<file path="config.mk">
export PLATFORM = sky130hd
export DESIGN_NAME = h264_sps_header_parser
export DESIGN_NICKNAME = d
export VERILOG_FILES = /design/src/sv/hsps_pkg.sv /design/src/sv/hsps_datapath.sv /design/src/sv/hsps_ctrl.sv /design/src/sv/h264_sps_header_parser.sv
export SDC_FILE = /design/constraint.sdc
export NUM_CORES = 2
export LEC_CHECK = 0
export ABC_AREA = 1
export BUFFER_PORTS_ARGS = -buffer_cell sky130_fd_sc_hd__buf_4
export CORE_ASPECT_RATIO = 1.5
export CORE_MARGIN = 2
export CORE_UTILIZATION = 40
export DETAILED_ROUTE_END_ITERATION = 10
export SYNTH_ARGS = -nofsm -noshare
export SYNTH_HDL_FRONTEND = slang
export SYNTH_SLANG_ARGS = --single-unit
export TNS_END_PERCENT = 10
</file>
<file path="constraint.sdc">
create_clock -name clk -period 3.9 [get_ports clk]
set_clock_uncertainty 0.2 [all_clocks]
set_input_delay 0.39 -clock clk [delete_from_list [all_inputs] [get_ports clk]]
set_output_delay 0.39 -clock clk [all_outputs]
set_load 0.05 [all_outputs]
</file>
<file path="src/sv/hsps_pkg.sv">
// Package for the SPS header parser: parse step codes, element ids, status codes.
// No dependencies.
`default_nettype none
package hsps_pkg;

    typedef enum logic [22:0] {
        ST_IDLE    = 23'd1 << 0,
        ST_HDR     = 23'd1 << 1,
        ST_ID      = 23'd1 << 2,
        ST_CHROMA  = 23'd1 << 3,
        ST_SEP     = 23'd1 << 4,
        ST_DL      = 23'd1 << 5,
        ST_DC      = 23'd1 << 6,
        ST_BYPASS  = 23'd1 << 7,
        ST_SCALING = 23'd1 << 8,
        ST_FNUM    = 23'd1 << 9,
        ST_POC     = 23'd1 << 10,
        ST_POCLSB  = 23'd1 << 11,
        ST_REFS    = 23'd1 << 12,
        ST_GAPS    = 23'd1 << 13,
        ST_WIDTH   = 23'd1 << 14,
        ST_HEIGHT  = 23'd1 << 15,
        ST_FMBS    = 23'd1 << 16,
        ST_MBAFF   = 23'd1 << 17,
        ST_DIRECT  = 23'd1 << 18,
        ST_CROPF   = 23'd1 << 19,
        ST_CROPV   = 23'd1 << 20,
        ST_VUI     = 23'd1 << 21,
        ST_DONE    = 23'd1 << 22
    } step_t;

    localparam logic [1:0] STATUS_OK      = 2'd0;
    localparam logic [1:0] STATUS_SCALING = 2'd1;
    localparam logic [1:0] STATUS_POC     = 2'd2;
    localparam logic [1:0] STATUS_LONG    = 2'd3;

    localparam int NUM_REC = 21;
    localparam int NUM_ELEM = 26;
    localparam logic [4:0] ELEM_LAST = 5'd25;

    // controller -> datapath
    typedef struct packed {
        logic       start;      // first byte: clear record, store profile
        logic       load_level;
        logic       load_byte;  // shift register load for bit walk
        logic       shift;      // advance to next bit
        logic       bit_go;     // feed current bit to ue decoder / flag
        step_t      step;       // which element the bit belongs to
        logic [4:0] rd_idx;     // output element select
    } dp_cmd_t;

    // datapath -> controller
    typedef struct packed {
        logic       cur_bit;
        logic       ue_done;
        logic       ue_err;
        logic       high_prof;
        logic       chroma_is3;
        logic       val_nz;
        logic [2:0] crop_cnt;
    } dp_stat_t;

    function automatic logic is_high(input logic [7:0] p);
        is_high = (p == 8'd100) || (p == 8'd110) || (p == 8'd122) ||
                  (p == 8'd244) || (p == 8'd44) || (p == 8'd83) ||
                  (p == 8'd86) || (p == 8'd118) || (p == 8'd128);
    endfunction

endpackage
`default_nettype wire

</file>
<file path="src/sv/hsps_datapath.sv">
// Datapath: bit shifter, ue(v) decoder, element record and crop offsets.
// Depends on hsps_pkg.
`default_nettype none
module hsps_datapath (
    input  wire logic              clk,
    input  wire logic              rst_n,
    input  wire logic [7:0]        data_byte,
    input  wire hsps_pkg::dp_cmd_t cmd,
    input  wire logic              commit,    // set finished cleanly
    output hsps_pkg::dp_stat_t     stat,
    output logic [31:0]            rd_value
);

    logic [7:0]  sh_reg;
    logic [5:0]  zrun_reg, zrun_next;
    logic [31:0] acc_reg, acc_next;
    logic [5:0]  left_reg, left_next;
    logic [31:0] rec_reg [hsps_pkg::NUM_REC];
    logic [31:0] crop_reg [4];
    logic [31:0] pend_reg [4];
    logic [2:0]  ccnt_reg;
    logic        high_reg;
    logic        vui_reg;
    logic        b;
    logic        done;
    logic        err;
    logic [31:0] v;
    logic [31:0] base;
    logic        flag_step;

    assign b = sh_reg[7];
    assign flag_step = (cmd.step == hsps_pkg::ST_SEP) || (cmd.step == hsps_pkg::ST_BYPASS) ||
                       (cmd.step == hsps_pkg::ST_SCALING) || (cmd.step == hsps_pkg::ST_GAPS) ||
                       (cmd.step == hsps_pkg::ST_FMBS) || (cmd.step == hsps_pkg::ST_MBAFF) ||
                       (cmd.step == hsps_pkg::ST_DIRECT) || (cmd.step == hsps_pkg::ST_CROPF) ||
                       (cmd.step == hsps_pkg::ST_VUI);

    always_comb
    begin
        zrun_next = zrun_reg;
        acc_next  = acc_reg;
        left_next = left_reg;
        done = 1'b0;
        err  = 1'b0;
        v    = 32'd0;
        base = (32'd1 << zrun_reg[4:0]) - 32'd1;
        if (left_reg == 6'd0) begin
            if (!b) begin
                zrun_next = zrun_reg + 6'd1;
                err = (zrun_reg == 6'd31);
            end
            else if (zrun_reg == 6'd0) begin
                done = 1'b1;
            end
            else begin
                left_next = zrun_reg;
                acc_next  = 32'd0;
            end
        end
        else begin
            acc_next  = {acc_reg[30:0], b};
            left_next = left_reg - 6'd1;
            if (left_reg == 6'd1) begin
                done = 1'b1;
                v = base + acc_next;
                zrun_next = 6'd0;
                acc_next  = 32'd0;
            end
        end
    end

    always_ff @(posedge clk or negedge rst_n)
    begin
        if (!rst_n) begin
            sh_reg   <= 8'd0;
            zrun_reg <= 6'd0;
            acc_reg  <= 32'd0;
            left_reg <= 6'd0;
            ccnt_reg <= 3'd0;
            high_reg <= 1'b0;
            vui_reg  <= 1'b0;
            for (int i = 0; i < hsps_pkg::NUM_REC; i++) begin
                rec_reg[i] <= 32'd0;
            end
            for (int i = 0; i < 4; i++) begin
                crop_reg[i] <= 32'd0;
                pend_reg[i] <= 32'd0;
            end
        end
        else begin
            if (cmd.start) begin
                for (int i = 1; i < hsps_pkg::NUM_REC; i++) begin
                    rec_reg[i] <= 32'd0;
                end
                for (int i = 0; i < 4; i++) begin
                    pend_reg[i] <= 32'd0;
                end
                rec_reg[0] <= {24'd0, data_byte};
                high_reg <= hsps_pkg::is_high(data_byte);
                zrun_reg <= 6'd0;
                acc_reg  <= 32'd0;
                left_reg <= 6'd0;
                ccnt_reg <= 3'd0;
                vui_reg  <= 1'b0;
            end
            if (cmd.load_level) begin
                rec_reg[1] <= {24'd0, data_byte};
            end
            if (cmd.load_byte) begin
                sh_reg <= data_byte;
            end
            else if (cmd.shift) begin
                sh_reg <= {sh_reg[6:0], 1'b0};
            end
            if (commit && rec_reg[20][0]) begin
                for (int i = 0; i < 4; i++) begin
                    crop_reg[i] <= pend_reg[i];
                end
            end
            if (commit) begin
                rec_reg[16] <= rec_reg[17][0] ? rec_reg[15] : {16'd0, rec_reg[15][14:0], 1'b0};
            end
            if (cmd.bit_go) begin
                if (!flag_step) begin
                    zrun_reg <= zrun_next;
                    acc_reg  <= acc_next;
                    left_reg <= left_next;
                end
                case (cmd.step)
                    hsps_pkg::ST_ID:      if (done) rec_reg[2] <= {24'd0, v[7:0]};
                    hsps_pkg::ST_CHROMA:  if (done) rec_reg[3] <= {24'd0, v[7:0]};
                    hsps_pkg::ST_SEP:     rec_reg[4] <= {31'd0, b};
                    hsps_pkg::ST_DL:      if (done) rec_reg[5] <= {24'd0, v[7:0] + 8'd8};
                    hsps_pkg::ST_DC:      if (done) rec_reg[6] <= {24'd0, v[7:0] + 8'd8};
                    hsps_pkg::ST_BYPASS:  rec_reg[7] <= {31'd0, b};
                    hsps_pkg::ST_SCALING: rec_reg[8] <= {31'd0, b};
                    hsps_pkg::ST_FNUM:    if (done) rec_reg[9] <= v + 32'd4;
                    hsps_pkg::ST_POC:     if (done) rec_reg[10] <= {24'd0, v[7:0]};
                    hsps_pkg::ST_POCLSB:  if (done) rec_reg[11] <= v + 32'd4;
                    hsps_pkg::ST_REFS:    if (done) rec_reg[12] <= v;
                    hsps_pkg::ST_GAPS:    rec_reg[13] <= {31'd0, b};
                    hsps_pkg::ST_WIDTH:   if (done) rec_reg[14] <= {16'd0, v[15:0] + 16'd1};
                    hsps_pkg::ST_HEIGHT:  if (done) rec_reg[15] <= {16'd0, v[15:0] + 16'd1};
                    hsps_pkg::ST_FMBS:    rec_reg[17] <= {31'd0, b};
                    hsps_pkg::ST_MBAFF:   rec_reg[18] <= {31'd0, b};
                    hsps_pkg::ST_DIRECT:  rec_reg[19] <= {31'd0, b};
                    hsps_pkg::ST_CROPF:   rec_reg[20] <= {31'd0, b};
                    hsps_pkg::ST_CROPV:
                    begin
                        if (done) begin
                            pend_reg[ccnt_reg[1:0]] <= v;
                            ccnt_reg <= ccnt_reg + 3'd1;
                        end
                    end
                    hsps_pkg::ST_VUI:     vui_reg <= b;
                    default: ;
                endcase
            end
        end
    end

    always_comb
    begin
        stat.cur_bit    = b;
        stat.ue_done    = done;
        stat.ue_err     = err;
        stat.high_prof  = high_reg;
        stat.chroma_is3 = (v == 32'd3);
        stat.val_nz     = (v != 32'd0);
        stat.crop_cnt   = ccnt_reg;
    end

    always_comb
    begin
        if (cmd.rd_idx < 5'd21) begin
            rd_value = rec_reg[cmd.rd_idx];
        end
        else if (cmd.rd_idx < hsps_pkg::ELEM_LAST) begin
            rd_value = crop_reg[2'(cmd.rd_idx - 5'd21)];
        end
        else begin
            rd_value = {31'd0, vui_reg};
        end
    end

endmodule
`default_nettype wire

</file>
<file path="src/sv/hsps_ctrl.sv">
// Controller: byte intake, bit walk sequencing over parse steps, result emission.
// Depends on hsps_pkg.
`default_nettype none
module hsps_ctrl (
    input  wire logic               clk,
    input  wire logic               rst_n,
    input  wire logic               in_valid,
    output logic                    in_ready,
    input  wire logic               first,
    input  wire hsps_pkg::dp_stat_t stat,
    output hsps_pkg::dp_cmd_t       cmd,
    output logic                    commit,
    output logic                    out_valid,
    input  wire logic               out_ready,
    output logic [4:0]              element_id,
    output logic [1:0]              status,
    output logic                    last
);

    typedef enum logic [3:0] {
        M_WAIT = 4'b0001,
        M_BITS = 4'b0010,
        M_EMIT = 4'b0100,
        M_ERR  = 4'b1000
    } mode_t;

    mode_t                mode_reg, mode_next;
    hsps_pkg::step_t      step_reg, step_next;
    logic [1:0]           hcnt_reg, hcnt_next;
    logic [2:0]           bit_reg, bit_next;
    logic [4:0]           eidx_reg, eidx_next;
    logic [1:0]           err_reg, err_next;
    logic                 acc;
    logic                 go;
    logic                 is_flag;
    logic                 adv;

    assign in_ready = (mode_reg == M_WAIT);
    assign acc = in_valid && in_ready;
    assign go = (mode_reg == M_BITS);
    assign is_flag = (step_reg == hsps_pkg::ST_SEP) || (step_reg == hsps_pkg::ST_BYPASS) ||
                     (step_reg == hsps_pkg::ST_SCALING) || (step_reg == hsps_pkg::ST_GAPS) ||
                     (step_reg == hsps_pkg::ST_FMBS) || (step_reg == hsps_pkg::ST_MBAFF) ||
                     (step_reg == hsps_pkg::ST_DIRECT) || (step_reg == hsps_pkg::ST_CROPF) ||
                     (step_reg == hsps_pkg::ST_VUI);
    assign adv = is_flag || stat.ue_done;

    always_comb
    begin
        mode_next = mode_reg;
        step_next = step_reg;
        hcnt_next = hcnt_reg;
        bit_next  = bit_reg;
        eidx_next = eidx_reg;
        err_next  = err_reg;
        commit    = 1'b0;
        cmd.start      = acc && first;
        cmd.load_level = 1'b0;
        cmd.load_byte  = 1'b0;
        cmd.shift      = go;
        cmd.bit_go     = go;
        cmd.step       = step_reg;
        cmd.rd_idx     = eidx_reg;
        case (mode_reg)
            M_WAIT:
            begin
                if (acc) begin
                    if (first) begin
                        step_next = hsps_pkg::ST_HDR;
                        hcnt_next = 2'd1;
                    end
                    else if (step_reg == hsps_pkg::ST_HDR) begin
                        if (hcnt_reg == 2'd1) begin
                            hcnt_next = 2'd2;
                        end
                        else begin
                            cmd.load_level = 1'b1;
                            hcnt_next = 2'd3;
                            step_next = hsps_pkg::ST_ID;
                        end
                    end
                    else if (step_reg != hsps_pkg::ST_IDLE && step_reg != hsps_pkg::ST_DONE) begin
                        cmd.load_byte = 1'b1;
                        bit_next  = 3'd0;
                        mode_next = M_BITS;
                    end
                end
            end
            M_BITS:
            begin
                bit_next = bit_reg + 3'd1;
                if (bit_reg == 3'd7) begin
                    mode_next = M_WAIT;
                end
                if (!is_flag && stat.ue_err) begin
                    err_next  = hsps_pkg::STATUS_LONG;
                    mode_next = M_ERR;
                    step_next = hsps_pkg::ST_IDLE;
                end
                else if (adv) begin
                    case (step_reg)
                        hsps_pkg::ST_ID:
                            step_next = stat.high_prof ? hsps_pkg::ST_CHROMA : hsps_pkg::ST_FNUM;
                        hsps_pkg::ST_CHROMA:
                            step_next = stat.chroma_is3 ? hsps_pkg::ST_SEP : hsps_pkg::ST_DL;
                        hsps_pkg::ST_SEP:     step_next = hsps_pkg::ST_DL;
                        hsps_pkg::ST_DL:      step_next = hsps_pkg::ST_DC;
                        hsps_pkg::ST_DC:      step_next = hsps_pkg::ST_BYPASS;
                        hsps_pkg::ST_BYPASS:  step_next = hsps_pkg::ST_SCALING;
                        hsps_pkg::ST_SCALING:
                        begin
                            if (stat.cur_bit) begin
                                err_next  = hsps_pkg::STATUS_SCALING;
                                mode_next = M_ERR;
                                step_next = hsps_pkg::ST_IDLE;
                            end
                            else begin
                                step_next = hsps_pkg::ST_FNUM;
                            end
                        end
                        hsps_pkg::ST_FNUM:    step_next = hsps_pkg::ST_POC;
                        hsps_pkg::ST_POC:
                        begin
                            if (stat.val_nz) begin
                                err_next  = hsps_pkg::STATUS_POC;
                                mode_next = M_ERR;
                                step_next = hsps_pkg::ST_IDLE;
                            end
                            else begin
                                step_next = hsps_pkg::ST_POCLSB;
                            end
                        end
                        hsps_pkg::ST_POCLSB:  step_next = hsps_pkg::ST_REFS;
                        hsps_pkg::ST_REFS:    step_next = hsps_pkg::ST_GAPS;
                        hsps_pkg::ST_GAPS:    step_next = hsps_pkg::ST_WIDTH;
                        hsps_pkg::ST_WIDTH:   step_next = hsps_pkg::ST_HEIGHT;
                        hsps_pkg::ST_HEIGHT:  step_next = hsps_pkg::ST_FMBS;
                        hsps_pkg::ST_FMBS:
                            step_next = stat.cur_bit ? hsps_pkg::ST_DIRECT : hsps_pkg::ST_MBAFF;
                        hsps_pkg::ST_MBAFF:   step_next = hsps_pkg::ST_DIRECT;
                        hsps_pkg::ST_DIRECT:  step_next = hsps_pkg::ST_CROPF;
                        hsps_pkg::ST_CROPF:
                            step_next = stat.cur_bit ? hsps_pkg::ST_CROPV : hsps_pkg::ST_VUI;
                        hsps_pkg::ST_CROPV:
                            if (stat.crop_cnt == 3'd3) step_next = hsps_pkg::ST_VUI;
                        hsps_pkg::ST_VUI:
                        begin
                            step_next = hsps_pkg::ST_DONE;
                            mode_next = M_EMIT;
                            eidx_next = 5'd0;
                            commit    = 1'b1;
                        end
                        default: ;
                    endcase
                end
            end
            M_EMIT:
            begin
                if (out_ready) begin
                    eidx_next = eidx_reg + 5'd1;
                    if (eidx_reg == hsps_pkg::ELEM_LAST) begin
                        mode_next = M_WAIT;
                    end
                end
            end
            M_ERR:
            begin
                if (out_ready) begin
                    mode_next = M_WAIT;
                end
            end
            default: mode_next = M_WAIT;
        endcase
    end

    always_ff @(posedge clk or negedge rst_n)
    begin
        if (!rst_n) begin
            mode_reg <= M_WAIT;
            step_reg <= hsps_pkg::ST_IDLE;
            hcnt_reg <= 2'd0;
            bit_reg  <= 3'd0;
            eidx_reg <= 5'd0;
            err_reg  <= hsps_pkg::STATUS_OK;
        end
        else begin
            mode_reg <= mode_next;
            step_reg <= step_next;
            hcnt_reg <= hcnt_next;
            bit_reg  <= bit_next;
            eidx_reg <= eidx_next;
            err_reg  <= err_next;
        end
    end

    assign out_valid  = (mode_reg == M_EMIT) || (mode_reg == M_ERR);
    assign element_id = (mode_reg == M_EMIT) ? eidx_reg : 5'd0;
    assign status     = (mode_reg == M_ERR) ? err_reg : hsps_pkg::STATUS_OK;
    assign last       = (mode_reg == M_ERR) ||
                        ((mode_reg == M_EMIT) && (eidx_reg == hsps_pkg::ELEM_LAST));

    a_no_in_while_out: assert property (@(posedge clk) disable iff (!rst_n)
        !(in_ready && out_valid))
        else $error("input taken while results pending");
    a_emit_order: assert property (@(posedge clk) disable iff (!rst_n)
        (mode_reg == M_EMIT && out_ready && eidx_reg != hsps_pkg::ELEM_LAST)
        |=> (eidx_reg == $past(eidx_reg) + 5'd1))
        else $error("element order broken");
    a_err_single: assert property (@(posedge clk) disable iff (!rst_n)
        (mode_reg == M_ERR && out_ready) |=> (mode_reg == M_WAIT))
        else $error("error result repeated");
    a_bits_eight: assert property (@(posedge clk) disable iff (!rst_n)
        (mode_reg == M_BITS && bit_reg == 3'd7) |=> !out_valid || mode_reg != M_BITS)
        else $error("bit walk overran");

endmodule
`default_nettype wire

</file>
<file path="src/sv/h264_sps_header_parser.sv">
// H.264 SPS header parser.
// Each payload byte is a transfer on the input channel (data_byte, first).
// Bytes 0 to 2 (profile, constraint flags, level) are taken without a bit
// walk; later bytes are walked one bit per cycle. in_ready is low during
// the bit walk and while results are pending.
// After the vui flag bit, 26 results (element_id 0..25, last on 25) are
// offered one per cycle from the element record; an error gives one status
// result with last set. A stalled receiver holds the current result and
// blocks input until all results are transferred.
// Reset clears the parser to idle and the kept crop offsets to zero.
// Depends on hsps_pkg, hsps_ctrl, hsps_datapath.
`default_nettype none
module h264_sps_header_parser (
    input  wire logic        clk,
    input  wire logic        rst_n,
    input  wire logic        in_valid,
    output logic             in_ready,
    input  wire logic [7:0]  data_byte,
    input  wire logic        first,
    output logic             out_valid,
    input  wire logic        out_ready,
    output logic [4:0]       element_id,
    output logic [31:0]      field_value,
    output logic [1:0]       status,
    output logic             last
);

    hsps_pkg::dp_cmd_t  cmd;
    hsps_pkg::dp_stat_t stat;
    logic               commit;
    logic [31:0]        rd_value;

    hsps_ctrl u_ctrl (
        .clk        (clk),
        .rst_n      (rst_n),
        .in_valid   (in_valid),
        .in_ready   (in_ready),
        .first      (first),
        .stat       (stat),
        .cmd        (cmd),
        .commit     (commit),
        .out_valid  (out_valid),
        .out_ready  (out_ready),
        .element_id (element_id),
        .status     (status),
        .last       (last)
    );

    hsps_datapath u_dp (
        .clk       (clk),
        .rst_n     (rst_n),
        .data_byte (data_byte),
        .cmd       (cmd),
        .commit    (commit),
        .stat      (stat),
        .rd_value  (rd_value)
    );

    assign field_value = (status == hsps_pkg::STATUS_OK) ? rd_value : 32'd0;

endmodule
`default_nettype wire
</file>
; ---- Yosys cells after proc, flatten, opt, wreduce, memory -nomap -nowiden
; Cells that the tools add are included.
[totals]
elab_cells = 320
latch_bits = 0
regBits = 1000
romBits = 0
ramBits = 0
memories = 0
[op_classes]
n_bitwise = 3
mux = 146
n_div = 0
reduce_logical = 47
mul = 0
addsub = 11
magnitude_cmp = 6
n_eq_ne = 64
n_shift = 1
[ops]
columns = operator, count
row1 = 32-bit 2-to-1 mux, 48
row2 = 128-bit 2-to-1 mux, 5
row3 = 640-bit 2-to-1 mux, 1
row4 = 23-bit one-hot mux with 20 select lines, 1
row5 = 448-bit 2-to-1 mux, 1
row6 = 23-bit 2-to-1 mux, 7
row7 = 32-bit binary-select mux with 5-bit select, 1
row8 = 128-bit bitwise mux, 1
row9 = 6-bit 2-to-1 mux, 13
row10 = 32-bit binary-select mux with 2-bit select, 1
row11 = 32-bit demux with 2-bit select, 1
row12 = 8-bit by 7-bit == test with 1-bit output (second input constant), 6
row13 = 4-bit 2-to-1 mux, 12
row14 = 23-bit one-hot mux with 2 select lines, 1
row15 = 32-bit by 3-bit adder with 32-bit output (second input constant), 1
row16 = 32-bit adder, 1
row17 = 32-bit by 2-bit == test with 1-bit output (second input constant), 1
row18 = 32-bit nonzero test, 1
row19 = 1-bit by 5-bit << shifter with 32-bit output (first input constant), 1
row20 = 32-bit by 1-bit subtractor with 32-bit output (second input constant), 1
row21 = 5-bit 2-to-1 mux, 5
row22 = 3-bit 2-to-1 mux, 8
row23 = 23-bit by 10-bit == test with 1-bit output (second input constant), 1
row24 = 23-bit by 11-bit == test with 1-bit output (second input constant), 1
row25 = other kinds (76), 158

; ---- Logic depth before layout (Yosys ltp)
[logic_depth]
ltp_word = 14
mapped_depth = 29
mapped_depth_nobuf = 28

; ---- Cells and area by module
; From an unflattened synthesis, not the netlist that was laid out.
[hier_totals]
hier_cells = 5997
hier_area_um2 = 48647.9
[by_module_without_submodules]
columns = module, cells_each, area_each_um2, n_inst
row1 = hsps_datapath, 5465, 45313.5, 1
row2 = hsps_ctrl, 462, 2907.8, 1
row3 = h264_sps_header_parser, 70, 426.7, 1

; ---- Least setup slack after synthesis
; OpenSTA, ideal clock, no wires.
[synth_timing]
kind = flip-flop to flip-flop
from = register u_dp.zrun_reg[1]
to = register u_dp.rec_reg[311] (netlist name)
setup_time_ns = 0.130
path_stages_with_launch = 23
setup_slack_ns = -0.188
period_less_slack_ns = 4.088
arrival_ns = 3.759
path_cell_list = dfrtp_1 inv_1 ha_1 buf_1 nand4_1 ha_1 inv_1 ha_1 fa_1 xor2_1 nand2_1 clkbuf_1 inv_1 ha_1 inv_1 nor2_4 inv_2 nor2_2 nand4_1 nor3_2 nand2_1 xor2_1 o21ai_1
[synth_via]
elab_chain_cells = 9
word_cells_on_any_way = 13
[synth_lines]
columns = element, line_no
row1 = start: declaration, hsps_datapath.sv:15  ; logic [5:0] zrun_reg, zrun_next;
row2 = start signal: assignment, hsps_datapath.sv:125  ; zrun_reg <= zrun_next;
row3 = 1-bit by 5-bit << shifter with 32-bit output, hsps_datapath.sv:46  ; base = (32'd1 << zrun_reg[4:0]) - 32'd1;
row4 = 32-bit by 1-bit subtractor with 32-bit output, hsps_datapath.sv:46
row5 = 32-bit adder, hsps_datapath.sv:65  ; v = base + acc_next;
row6 = 32-bit 2-to-1 mux, hsps_datapath.sv:63  ; if (left_reg == 6'd1) begin
row7 = 32-bit 2-to-1 mux, hsps_datapath.sv:47  ; if (left_reg == 6'd0) begin
row8 = 32-bit by 3-bit adder with 32-bit output, hsps_datapath.sv:139  ; hsps_pkg::ST_POCLSB: if (done) rec_reg[11] <= v + 32'd4;
row9 = 32-bit 2-to-1 mux *, hsps_datapath.sv:139
row10 = 32-bit 2-to-1 mux *, hsps_datapath.sv:129  ; case (cmd.step)
row11 = 448-bit 2-to-1 mux *, hsps_datapath.sv:123  ; if (cmd.bit_go) begin
row12 = end: declaration, hsps_datapath.sv:18  ; logic [31:0] rec_reg [hsps_pkg::NUM_REC];
; Mark *: on every way between the ends. The rest lies on a longest branch, timed or not.
; A chain may end at the register's enable or synchronous reset.

; ---- Worst setup path after layout
[layout_timing]
from = register u_ctrl.eidx_reg[0]
to = output field_value[26]
[layout_via]
elab_chain_cells = 8
word_cells_on_any_way = 14
[layout_lines]
columns = element, line_no
row1 = start: declaration, hsps_ctrl.sv:31  ; logic [4:0] eidx_reg, eidx_next;
row2 = start signal: assignment, hsps_ctrl.sv:191  ; eidx_reg <= eidx_next;
row3 = 2-bit by 1-bit subtractor with 2-bit output, hsps_datapath.sv:179  ; rd_value = crop_reg[2'(cmd.rd_idx - 5'd21)];
row4 = 2-bit inverter with 3-bit output (implied by the code), hsps_datapath.sv:179
row5 = 32-bit binary-select mux with 2-bit select, hsps_datapath.sv:179
row6 = 32-bit 2-to-1 mux (implied by the code) (2 in series), hsps_datapath.sv:179
row7 = 32-bit 2-to-1 mux, hsps_datapath.sv:178  ; else if (cmd.rd_idx < hsps_pkg::ELEM_LAST) begin
row8 = 32-bit 2-to-1 mux *, hsps_datapath.sv:175  ; if (cmd.rd_idx < 5'd21) begin
row9 = 32-bit 2-to-1 mux *, h264_sps_header_parser.sv:59  ; assign field_value = (status == hsps_pkg::STATUS_OK) ? rd_value : 32'd0;
row10 = end: declaration, h264_sps_header_parser.sv:23  ; output logic [31:0] field_value,
; Mark *: on every way between the ends. The rest lies on a longest branch, timed or not. The select of a mux whose other input is x is not followed.

==> flow_summary_export.csv <==
group,metric,value,unit
worst_setup_path,cp.buffers_inverters,3,
synthesis,synth.most_common_cell,"dfrtp_1",
routing,first_iter_violations,4028,
floorplanning,die_h,429,µm
worst_setup_path,criticalPathCategory,"flip-flop to output port",
synthesis,yosys.area.top_type_share,50.6,%
layout,syn2layout_area_growth,19.7,%
synthesis,synth_cells,5825,
layout,largest_register_ff_count,624,
routing,wl_per_cell,21.1,µm
sta,period_minus_slack,3.97,ns
sta,max_slew.worst_pin.slew,0.960,ns
synthesis,async_flop_share,100,%
sta,fin_setup_tns,-0.167,ns
grt,track_usage,26.2,%
grt,grt_max_degree,126,
floorplanning,core,119000,µm²
synthesis,yosysUniqueCellTypes,63,
layout,drive_above_1_share,18.2,%
layout,postLayoutCellArea,57600,µm²
routing,final_antenna_net_count,0,
synthesis,syn_avg_cell_area,8.27,µm²
grt,antenna_found_initial,2,
power,max-vdd-ir-drop,0.447,mV
sta,finalCritPeriodShare,102,%
synthesis,synthesis.area,48200,µm²
routing,routed_wl,162000,µm
floorplanning,core.rowCount,155,
worst_setup_path,r2r_slack,-0.01,ns
synthesis,synth_common_cells,"973 x dfrtp_1, 779 x inv_1, 770 x nand2_1",
placed_design,dp_hpwl,114000,µm
grt,overflow,0,
worst_setup_path,worstPathCellList,"buf_12 > buf_16 > nor2_1 > nor2_1 > o21ai_0 > a21oi_2 > o21ai_0 > a21oi_2 > buf_4",
synthesis,synth_ff_type,"dfrtp_1",
routing,wl_met1,66300,µm
sta,slew_viol_final,0,
sta,setup_ws,-0.0722,ns
synthesis,ys_warn_count,0,
clock_tree,cts_buffers,95,
clock_tree,cts_max_level,3,
worst_setup_path,startpoint_type,"flip-flop",
clock_tree,cts_buffer_depth,3,
synthesis,ys_seq_area_share,50.7,%
floorplanning,dieWidth,287,µm
synthesis,synth-seq-cells,975,
min_path,hold_path_class,"primary input to flip-flop",
placed_design,gp_congestion,0.944,
layout,nets,6157,
sta,fmax,252,MHz
clock_tree,clkSinkCount,975,
worst_setup_path,end_kind,"output port",
clock_tree,clk_pin_slew,0.06,ns
synthesis,ys_top_cells_by_area,"dfrtp_1 51%, o21ai_0 7.2%, inv_1 6.1%",
placed_design,io_buffers,54,
placed_design,dp_slack,-0.706,ns
worst_setup_path,cpMaxStageDelayCell,"dfrtp_4",
routing,vias_per_cell,5.41,
sta,relSlewSlack,35.9,%
routing,drt_first_pass_iters,6,
worst_setup_path,critical_path.top_delay_family,"compound AO/OA/AOI/OAI gates",
sta,finalHoldViolations,0,
sta,rsz0062_at_grt,"yes",
worst_setup_path,crit_arrival,3.38,ns
routing,met2_wirelength,80300,µm
floorplanning,start_util,40.4,%
synthesis,yosysTopAreaCell,"dfrtp_1",
routing,met3WireLength,7530,µm
synthesis,synth_edf_count,0,
clock_tree,cts_tree,"yes",
routing,top_layer,"met5",
routing,via_count,41700,
placed_design,dp_cells,7471,
worst_setup_path,required,3.31,ns
grt,grt_pass1_wl,248000,µm
power,cellPowerDensity,620,nW/µm²
floorplanning,die-area,123000,µm²
layout,final_core_util,48.3,%
clock_tree,insertion_delay,0.72,ns
placed_design,place_area,52500,µm²
power,cellLeakagePower,27.3,nW
worst_setup_path,crit_path_max_incr_delay,0.60,ns
sta,setup_violations,7,
layout,stdcell_count,7708,
grt,grt_pass1_vias,40400,
sta,whs,0.0669,ns
floorplanning,num_io_pins,55,
power,finalPower,35.8,mW
worst_setup_path,crit_fanout,125,
status,outcome,"finished, violations left",
run,maxCapViolCount,0,
synthesis,syn_nets,5922,
routing,drc_errors,0,
status,violations,"negative setup slack",
clock_tree,clockRootBuffer,"clkbuf_16",
layout,nFillCells,11600,
==> metal layers <==
metal | vias up | global-route usage (%)
met2 | 1222 | 44.7
met3 | 344 | 3.18
met5 | - | 0
met1 | 20600 | 33.0
li1 | 19600 | -
met4 | 2 | 12.1
==> where the power goes <==
part / leakage [nW] / internal (mW) / switching, mW
Clock: 1.67 / 5.82 / 4.19
Sequential: 13.5 / 10.9 / 0.466
Combinational: 12.2 / 4.85 / 9.52
==> final timing paths <==
check / cells past startpoint / startpoint / to
worst max-delay path: 9 / u_ctrl.eidx_reg[0] / field_value[26]
worst min-delay path: 7 / in_valid / u_ctrl.mode_reg[1]
worst max register to register: 19 / u_dp.zrun_reg[1] / u_dp.rec_reg[311]
worst min register to register: 2 / u_dp.rec_reg[291] / u_dp.rec_reg[291]
max in group asynchronous: 3 / rst_n / u_dp.rec_reg[534]
min in group asynchronous: 2 / rst_n / u_dp.rec_reg[354]
==> logic make-up (layout without fill, tap and decap cells) <==
| logic type | count (synthesis) | after routing | synth area share (%) |
|---|---|---|---|
| xor+xnor | 28 | 28 | 0.509 |
| other cells | 0 | 1 | 0 |
| mux | 128 | 128 | 2.99 |
| compound gates | 1328 | 1328 | 14.8 |
| flops | 975 | 975 | 50.7 |
| fa+ha+maj | 84 | 84 | 2.20 |
| buf+inv | 1161 | 1473 | 9.33 |
| simple gates | 2121 | 2121 | 19.5 |
==> placed cells by master (no fill, tap or decap), types with 57 or more instances in the layout <==
cell and count:
a21oi_1 351, buf_4 416, clkbuf_16 96, dfrtp_1 968
ha_1 57, inv_1 753, mux2_2 128, nand2_1 709
nand2_2 71, nand3_1 352, nand4_1 86, nor2_1 582
nor3_1 117, o21ai_0 682, o22ai_1 150
==> worst min-delay path, stage by stage <==
cell and delay, ns:
buf_4 0.11, inv_1 0.07, o21ai_0 0.07, o21ai_0 0.07, a221oi_1 0.05, nand2_1 0.13, a21oi_1 0.06
==> cell type report <==
cell class	count	area (µm²)	share of cell area, %
diodes	1	2.50	0.00434
clock buffers	132	2760	4.78
clock inverters	42	607	1.05
inverters	806	3070	5.33
multi-input cells	3689	20500	35.5
flip-flops and latches	975	24400	42.4
well taps	1570	1960	3.41
repair buffers	492	4330	7.52
repair inverters	1	8.76	0.0152
==> timing repair <==
item | CTS | global route
hold endpoints to repair | 135 | 0
resized for setup | 141 | 173
hold buffers | 11 | 0
setup buffers | 19 | 31
cloned | 1 | 0
setup endpoints to repair | 105 | 115
pin swaps | 26 | 71
(Power assumes the default switching activity.)
